`src/rtl/dedup_window_byte_budget_macros.svh`:
```
// Assertion macros shared by the dedup window RTL.
`ifndef DEDUP_WINDOW_BYTE_BUDGET_MACROS_SVH
`define DEDUP_WINDOW_BYTE_BUDGET_MACROS_SVH

// Checks that an implication holds at every clock edge outside reset.
`define DWB_ASSERT_IMP(label, clk, rst, cond, prop, msg) \
   label: assert property (@(posedge clk) disable iff (rst) (cond) |-> (prop)) \
      else $error(msg);

// Checks that a condition leads to a consequence in the next cycle.
`define DWB_ASSERT_NEXT(label, clk, rst, cond, prop, msg) \
   label: assert property (@(posedge clk) disable iff (rst) (cond) |=> (prop)) \
      else $error(msg);

`endif

```
`src/rtl/dwb_ram.sv`:
```
module dwb_ram #(
   parameter int WIDTH = 8,
   parameter int DEPTH = 16
) (
   input  logic                     clock,
   input  logic                     wr_en,
   input  logic [$clog2(DEPTH)-1:0] wr_addr,
   input  logic [WIDTH-1:0]         wr_data,
   input  logic [$clog2(DEPTH)-1:0] rd_addr,
   output logic [WIDTH-1:0]         rd_data
);

   logic [WIDTH-1:0] mem [DEPTH];
   logic [WIDTH-1:0] rd_data_ff;

   // One write port and one registered read port.
   always_ff @(posedge clock) begin
      if (wr_en) begin
         mem[wr_addr] <= wr_data;
      end
      rd_data_ff <= mem[rd_addr];
   end

   assign rd_data = rd_data_ff;

endmodule

```
`config.mk`:
```
export PLATFORM = sky130hd
export DESIGN_NAME = dwb_ram
export DESIGN_NICKNAME = d
export VERILOG_FILES = /design/src/rtl/dedup_window_byte_budget_macros.svh /design/src/rtl/dwb_ram.sv
export SDC_FILE = /design/constraint.sdc
export NUM_CORES = 1
export LEC_CHECK = 0
export ABC_CLOCK_PERIOD_IN_PS = 3100
export BUFFER_PORTS_ARGS = -buffer_cell sky130_fd_sc_hd__buf_2
export CAP_MARGIN = 20
export CORE_ASPECT_RATIO = 1.75
export CORE_UTILIZATION = 45
export DETAILED_ROUTE_END_ITERATION = 10
export PLACE_DENSITY = 0.63
export SKIP_LAST_GASP = 1
export SYNTH_ARGS = -nofsm -noshare
export SYNTH_HDL_FRONTEND = slang
export SYNTH_SLANG_ARGS = --single-unit
```
`constraint.sdc`:
```
create_clock -name clock -period 3.1 [get_ports clock]
set_input_delay 0.62 -clock clock [delete_from_list [all_inputs] [get_ports clock]]
set_output_delay 0.62 -clock clock [all_outputs]
set_load 0.05 [all_outputs]
```
==> out/qor.yml <==
yosys.cell_types.count: 19
synthCells: 229
cts_sinks: 136
first_iter_violations: 189
start_util_pct: 46.4
tightest_slew_ns: 0.926
ant_nets: 0
ys_warn_count: 0
grt_pass1_vias: 2639
synth_seq_cells: 136
hold_viol_final: 0
path_delay_family: "simple AND/OR/NAND/NOR gates"
synthXorXnorAreaFrac_pct: 0
cts_tree: "built"
peakVddDrop_mv: 0.505
drv_slew: 0
cpMaxStageDelayCell: "nor3_1"
core_area_um2: 11100
dieWidth_um: 82.9
final_common_cell: "edfxtp_1"
ctsHoldBuffers: 0
firstDrtPassIters: 4
postSynthAreaPerCell_um2: 22.5
syn_to_final_growth_pct: 18.4
clk_pin_slew_ns: 0.06
critPathLaunchType: "input pin"
nNetsFinal: 295
power_mw: 4.39
finalWirelength_um: 9840
htreeDepth: 4
worstPathArrival_ns: 1.97
synthDominantCellAreaShare_pct: 74.7
synthSimpleGateAreaFrac_pct: 3.18
synth_area_leaders: "edfxtp_1, mux4_2, mux4_1, dfxtp_1, a22oi_1"
drc_errors: 0
skew_ns: 0.00513
worstReg2RegEnd: "rd_data[2]$_DFF_P_"
port_buffers: 25
fillCellCount: 885
critPathBufInv: 2
reg2regPathDepth: 3
clock_latency_ns: 0.41
cts_resized: 0
ios: 26
ctsRootBufferMaster: "clkbuf_16"
reg2reg_slack_ns: 1.72
mostFrequentLayoutCells: "edfxtp_1, buf_2, mux4_2"
syn_area_um2: 5150
numCtsBuffers: 17
wl_per_cell_um: 23.3
setup_viol: 0
groute.usage.overall_pct: 18.2
routabilityCongestion: 0.729
synth_top_cell_by_area: "edfxtp_1"
yosysSeqAreaShare_pct: 77.8
period_share_pct: 59.7
vias: 2425
die_area_um2: 11900
post-route-min-period_ns: 1.85
synth_top_family_by_area: "multiplexers"
rows: 51
grt_max_degree: 33
critical_path_class: "input pin to register"
die_h_um: 143
min_path_type: "input pin to register"
synthAdderAreaFrac_pct: 0
synth_compound_area_share_pct: 2.33
worstPathRequired_ns: 3.22
status: "finished clean"
cap_violations: 0
place.detailed.hpwl_um: 6320
worstPathCellList: "buf_2, nand3b_1, nor3_1, buf_4"
antennaDiodeCount: 0
slew_headroom_pct: 37.8
grt-ovfl-total: 0
hold_depth: 1
p_leak_nw: 2.06
routed_via_density: 5.75
fmax_mhz: 541
synth_fp_nets: 247
slowest_delay_ns: 0.74
drive_gt1_share_pct: 31.0
clk_path_buf_depth: 2
hold_end: "mem[7][3]$_DFFE_PP_"
antenna_found_initial: 0
synth.mux.area_fraction_pct: 15.0
cp_max_fo: 5
regToRegStartpoint: "mem[0][2]$_DFFE_PP_"
grt_pass1_wl_um: 15200
powerDensity_nw_per_um2: 720
endpoint_kind: "register"
postCtsSetupRepairBufs: 0
rsz0062_at_grt: "no"
fin_tns_setup_ns: 0
hp-start: "wr_data[3]"
[layout make-up]
cell class,instances,area [um^2],share of cell area (%)
clock inverter,15,201,3.30
multi-input combinational,83,1060,17.3
tap,132,165,2.71
timing repair buffer,39,243,3.98
sequential,136,4000,65.7
clock buffer,17,425,6.98
[metal layers]
layer  part of all wire [%]  up-vias  track usage [%]
met5                      0        -                0
met1                     40     1258             20.9
met4                    3.8        0             11.8
li1                       -     1062                -
met3                    4.3       24             4.71
met2                     52       81             30.4
[cell usage after synthesis]
| cell type | instances |
|---|---|
| a22oi_1 | 16 |
| and2_1 | 1 |
| and2b_1 | 1 |
| buf_2 | 3 |
| buf_4 | 1 |
| buf_6 | 3 |
| clkdlybuf4s25_2 | 3 |
| dfxtp_1 | 8 |
| edfxtp_1 | 128 |
| mux4_1 | 14 |
| mux4_2 | 18 |
| nand2_1 | 9 |
| nand2b_1 | 2 |
| nand3_1 | 1 |
| nand3b_1 | 2 |
| nor2_1 | 13 |
| nor2b_1 | 1 |
| nor3_1 | 4 |
| or3b_2 | 1 |
[how the worst max path moves through the flow]
stage,startpoint,to,slack (ns),depth (start not counted)
global placement,rd_addr[0],rd_data[1]$_DFF_P_,0.83,5
finish,wr_addr[3],mem[4][7]$_DFFE_PP_,1.25,4
global route,rd_addr[0],rd_data[1]$_DFF_P_,1.08,5
CTS,rd_addr[0],rd_data[5]$_DFF_P_,1.24,5
detailed placement,wr_addr[3],mem[4][5]$_DFFE_PP_,0.80,4
floorplan,wr_addr[2],mem[0][0]$_DFFE_PP_,0.99,2
[metrics by stage]
step / cell area [um^2] / util, % / cells / hold WS (ns) / setup WS, ns
2_1_floorplan: 5150 / - / 229 / 0.629 / 0.987
3_3_place_gp: 5470 / 49.3 / 390 / 0.652 / 0.826
3_5_place_dp: 5470 / 49.3 / 390 / 0.668 / 0.801
4_1_cts: 6100 / 54.9 / 422 / 0.572 / 1.24
5_1_grt: 6100 / 54.9 / 422 / 0.581 / 1.08
6_report: 6100 / 54.9 / 422 / 0.591 / 1.25
[where the power goes]
group / total [mW] / switching (mW) / internal, mW
registers: 2.07 / 0.0112 / 2.06
clock network: 2.09 / 0.748 / 1.35
logic: 0.225 / 0.146 / 0.0792
[sequential cells by signal, indices dropped and copies added (netlist names)]
signal	count
mem	128
rd_data	8
[cells by family (layout without fill, tap and decap cells)]
kind of cell,Yosys count,count (layout)
simple gates,35,35
compound gates,16,16
buf+inv,10,71
flops,136,136
mux,32,32
No activity file was read; power rests on OpenSTA's default activity.
