$ cat config.mk
export PLATFORM = sky130hd
export DESIGN_NAME = dwb_hash
export DESIGN_NICKNAME = d
export VERILOG_FILES = /design/src/rtl/dwb_pkg.sv /design/src/rtl/dwb_hash.sv
export VERILOG_INCLUDE_DIRS = /design/src /design/src/rtl
export SDC_FILE = /design/constraint.sdc
export NUM_CORES = 2
export LEC_CHECK = 0
export BUFFER_PORTS_ARGS = -buffer_cell sky130_fd_sc_hd__clkbuf_2
export CELL_PAD_IN_SITES_DETAIL_PLACEMENT = 1
export CELL_PAD_IN_SITES_GLOBAL_PLACEMENT = 1
export CORE_ASPECT_RATIO = 1.5
export CORE_MARGIN = 5
export CORE_UTILIZATION = 29
export CTS_BUF_LIST = sky130_fd_sc_hd__clkbuf_4
export CTS_CLUSTER_DIAMETER = 30
export DETAILED_ROUTE_END_ITERATION = 8
export PLACE_DENSITY_LB_ADDON = 0.1
export SLEW_MARGIN = 20
export SYNTH_ARGS = -nofsm -noshare
export SYNTH_HDL_FRONTEND = slang
export SYNTH_SLANG_ARGS = --single-unit
$ cat constraint.sdc
create_clock -name clock -period 10.95 [get_ports clock]
set_input_delay 1.095 -clock clock [delete_from_list [all_inputs] [get_ports clock]]
set_output_delay 1.095 -clock clock [all_outputs]
set_load 0.005 [all_outputs]
$ cat src/rtl/dedup_window_byte_budget_macros.svh
// Assertion macros shared by the dedup window RTL.
`ifndef DEDUP_WINDOW_BYTE_BUDGET_MACROS_SVH
`define DEDUP_WINDOW_BYTE_BUDGET_MACROS_SVH

// Checks that an implication holds at every clock edge outside reset.
`define DWB_ASSERT_IMP(label, clk, rst, cond, prop, msg) \
   label: assert property (@(posedge clk) disable iff (rst) (cond) |-> (prop)) \
      else $error(msg);

// Checks that a condition leads to a consequence in the next cycle.
`define DWB_ASSERT_NEXT(label, clk, rst, cond, prop, msg) \
   label: assert property (@(posedge clk) disable iff (rst) (cond) |=> (prop)) \
      else $error(msg);

`endif

$ cat src/rtl/dwb_pkg.sv
package dwb_pkg;

   // Mixing constants of the home slot hash.
   localparam logic [63:0] GOLDEN = 64'h9e3779b97f4a7c15;
   localparam logic [63:0] MIX_A  = 64'hbf58476d1ce4e5b9;
   localparam logic [63:0] MIX_B  = 64'h94d049bb133111eb;

   localparam int WINDOW_W = 39;
   localparam int TALLY_W  = 32;
   localparam int BUDGET_W = 40;

   localparam logic OP_END     = 1'b0;
   localparam logic OP_RECYCLE = 1'b1;

   // Start and seed of a request to the hash unit.
   typedef struct packed {
      logic start;
      logic [63:0] seed;
   } hash_req_type;

endpackage

$ cat src/rtl/dwb_hash.sv
`include "dedup_window_byte_budget_macros.svh"

module dwb_hash (
   input  logic                clock,
   input  logic                reset,
   input  dwb_pkg::hash_req_type req,
   output logic                done,
   output logic [63:0]         hash
);

   // Steps of the shared 32x32 multiplier over the two 64-bit products.
   localparam logic [3:0] H_IDLE  = 4'd0;
   localparam logic [3:0] H_MUL1  = 4'd1;
   localparam logic [3:0] H_ADD1A = 4'd2;
   localparam logic [3:0] H_ADD1B = 4'd3;
   localparam logic [3:0] H_MIX   = 4'd4;
   localparam logic [3:0] H_MUL2  = 4'd5;
   localparam logic [3:0] H_ADD2A = 4'd6;
   localparam logic [3:0] H_ADD2B = 4'd7;
   localparam logic [3:0] H_FIN   = 4'd8;

   logic [3:0]  step_ff, step_in;
   logic [63:0] x_ff, x_in;
   logic [63:0] k_ff, k_in;
   logic [63:0] acc_ff, acc_in;
   logic [31:0] ma, mb;
   logic [63:0] prod;
   logic [63:0] mixed;

   // Partial product select within one 64x64 low-half multiply.
   always_comb begin
      unique case (step_ff[1:0])
         2'd1: begin ma = x_ff[31:0];  mb = k_ff[31:0];  end
         2'd2: begin ma = x_ff[31:0];  mb = k_ff[63:32]; end
         2'd3: begin ma = x_ff[63:32]; mb = k_ff[31:0];  end
         default: begin ma = '0; mb = '0; end
      endcase
   end
   assign prod = ma * mb;
   assign mixed = acc_ff ^ (acc_ff >> ((step_ff == H_MIX) ? 27 : 31));

   // Sequencer: per multiply, three partial products and an xor-shift.
   always_comb begin
      step_in = step_ff;
      x_in    = x_ff;
      k_in    = k_ff;
      acc_in  = acc_ff;
      unique case (step_ff) inside
         H_IDLE: begin
            if (req.start) begin
               x_in    = req.seed ^ (req.seed >> 30);
               k_in    = dwb_pkg::MIX_A;
               acc_in  = '0;
               step_in = H_MUL1;
            end
         end
         H_MUL1, H_MUL2: begin
            acc_in  = prod;
            step_in = step_ff + 4'd1;
         end
         H_ADD1A, H_ADD1B, H_ADD2A: begin
            acc_in  = acc_ff + {prod[31:0], 32'd0};
            step_in = step_ff + 4'd1;
         end
         H_MIX: begin
            x_in    = mixed;
            k_in    = dwb_pkg::MIX_B;
            step_in = H_MUL2;
         end
         H_ADD2B: begin
            acc_in  = acc_ff + {prod[31:0], 32'd0};
            step_in = H_FIN;
         end
         default: step_in = H_IDLE;
      endcase
   end

   always_ff @(posedge clock) begin
      if (reset) begin
         step_ff <= H_IDLE;
      end else begin
         step_ff <= step_in;
      end
      x_ff   <= x_in;
      k_ff   <= k_in;
      acc_ff <= acc_in;
   end

   assign done = (step_ff == H_FIN);
   assign hash = mixed;

   `DWB_ASSERT_NEXT(a_hash_done_once, clock, reset, done, !done, "hash done held")
   `DWB_ASSERT_IMP(a_hash_no_restart, clock, reset, req.start, step_ff == H_IDLE,
      "hash restarted while working")

endmodule
==> results.tsv <==
metric	value	unit
layout-drive-gt1-share	9.909	%
run_status	finished, final reports clean	
clk_pin_slew_worst_paths	0.13	ns
die_h	450.6	um
worstPathArrival	10.94	ns
synth_area	37530	sq um
synth.distinct_cells	74	
fin_cells	5772	
synth.yosys.seq_area_share	10.62	%
rows	161	
dp_hpwl	162600	um
async_reset_ff_share	0	%
post_drt_via_cell_ratio	4.893	
grt_overflow	0	
slowest_delay	0.68	ns
fin_crit_sh	96.65	%
synth-edff-count	130	
cp_max_fo	19	
ys_top_cells_by_area	fa_1 (44%), ha_1 (12%), edfxtp_1 (10%)	
cts_tree	yes	
coreArea	128500	sq um
fin_skew	0.03429	ns
area_delta_synth_final	10.33	%
clk_latency	0.62	ns
fin_nets	5304	
syn_inst	3853	
holdPathStages	2	
drv_cap	0	
power.density	145.3	nW/um^2
yosysWarnings	0	
syn_area_per_cell	9.740	sq um
timing.final.ws_setup	0.3663	ns
wl_per_cell	31.15	um
hold_violations	0	
cts_htree_levels	4	
vias	28240	
slowest_stage	o22ai_1	
slew_headroom	18.27	%
finalSetupViolCount	0	
tightest_slew	1.213	ns
ios	132	
initialDrtViolationCount	1514	
netlist.area_leader.share	44.06	%
remaining_drc_errors	0	
post-route-min-period	10.58	ns
dp_cells	5736	
die_x	303.7	um
hp-class	flop to flop	
start_kind	flop	
cts-hold-fix-buffers	0	
first_global_vias	32260	
rsz0062_at_grt	no	
numCtsBuffers	17	
crit_top_cell	fa_1	
synth_common_cells	inv_1 (907), fa_1 (826), ha_1 (367), nor2_1 (330), nand2_1 (290)	
grt_pass1_wl	251300	um
grt_usage	26.05	%
critPathKind	flop to flop	
cts_buffer_depth	2	
peakVddDrop	0.08034	mV
antenna_found_initial	6	
finalWirelength	179800	um
setup_tns	0	ns
ys_ff_latch	134	
synth_nets	5113	
synth_area_leader_cell	fa_1	
fmax	94.49	MHz
crit_path_end_kind	flop	
grt_max_degree	70	
pre_cts_ws	0.1367	ns
cts_sinks	134	
p_leak	0.02098	uW
place_congestion	0.9805	
cts-root-buf	clkbuf_4	
rr_worst_depth	33	
holdWs	0.5556	ns
drtPass1Iterations	5	
initial_core_util	29.20	%
drtAntennaViolNets	0	
synth_flop_cell	edfxtp_1	
dieArea	136800	sq um
crit_required	11.31	ns
slew_viol_final	0	
portBuffers	131	
synth.most_common_cell	inv_1	
power by group:
group	switching [uW]	leakage, uW	internal (uW)
combinational	3080	0.0195	1680
sequential	177	0.00132	741
clock	226	0.000142	117
area by class of cell:
cell class                      count  area, sq um
Fill cell                       14980        87120
Multi-Input combinational cell   2674        29590
Sequential cell                   134         3984
Inverter                          908         3411
Tap cell                         1711         2141
Timing Repair Buffer              309         2008
Clock buffer                       18        135.1
Clock inverter                     14        126.4
Antenna cell                        4        10.01
state kept, by name, indices dropped and copies added, names as in the netlist:
register  cells
acc_ff       64
x_ff         64
step_ff       4
k_ff          2
path summary, 6_finish.rpt:
kind / start / end / slack (ns)
setup reg to reg: step_ff[1]$_SDFFE_PP0P_ / acc_ff[60]$_DFFE_PP_ / 0.37
hold / removal: step_ff[2]$_SDFFE_PP0P_ / step_ff[3]$_SDFFE_PP0P_ / 0.56
hold reg to reg: step_ff[2]$_SDFFE_PP0P_ / step_ff[3]$_SDFFE_PP0P_ / 0.56
setup / recovery: step_ff[1]$_SDFFE_PP0P_ / acc_ff[60]$_DFFE_PP_ / 0.37
cell families after synthesis:
| group | Yosys count | synth area share, % |
|---|---|---|
| fa+ha+maj | 1193 | 56.30 |
| buf+inv | 1045 | 10.75 |
| simple gates | 847 | 9.936 |
| compound gates | 436 | 7.645 |
| xor+xnor | 165 | 3.871 |
| flops | 134 | 10.62 |
| mux | 33 | 0.8802 |
timing repair:
action                     in CTS  in global routing
setup endpoints to repair       0                  6
gates resized for setup         0                  8
buffers inserted                0                  0
per-layer routing:
| metal | global-route usage (%) | wire length, um | part of all wire [%] | vias up |
|---|---|---|---|---|
| met5 | 0 | 0 | 0 | - |
| met1 | 28.49 | 65110 | 36 | 15050 |
| li1 | - | - | - | 12220 |
| met2 | 50.76 | 98800 | 55 | 671 |
| met3 | 1.339 | 3856 | 2.1 | 306 |
| met4 | 13.06 | 12010 | 6.7 | 0 |
cell usage in the layout (no fill, tap or decap), types with 30 or more instances in the layout:
master,instances
a22oi_1,32
buf_4,176
a21o_1,43
and2_1,68
o21ai_0,91
nor2_1,326
xnor2_1,124
fa_1,826
inv_1,906
edfxtp_1,130
a21oi_1,103
mux2i_1,33
ha_1,365
xor2_1,39
nand2_1,289
nand2b_1,30
clkbuf_2,131
critical path, delay by kind of cell, from the launching register on:
| family | cells | cell delay [ns] |
|---|---|---|
| compound gates | 9 | 2.64 |
| fa+ha+maj | 10 | 4.84 |
| buf+inv | 9 | 1.17 |
| flops | 1 | 0.43 |
| mux | 1 | 0.36 |
| simple gates | 4 | 0.88 |
metrics by stage:
| stage | total power, uW | util (%) | area [sq um] |
|---|---|---|---|
| floorplan | 3492 | - | 37530 |
| global route | 6396 | 32.21 | 41400 |
| global placement | 5688 | 31.98 | 41100 |
| finish | 6016 | 32.22 | 41400 |
| detailed placement | 5684 | 31.98 | 41100 |
| CTS | 6076 | 32.18 | 41360 |
Note: power is estimated with default switching activity, not from simulation.
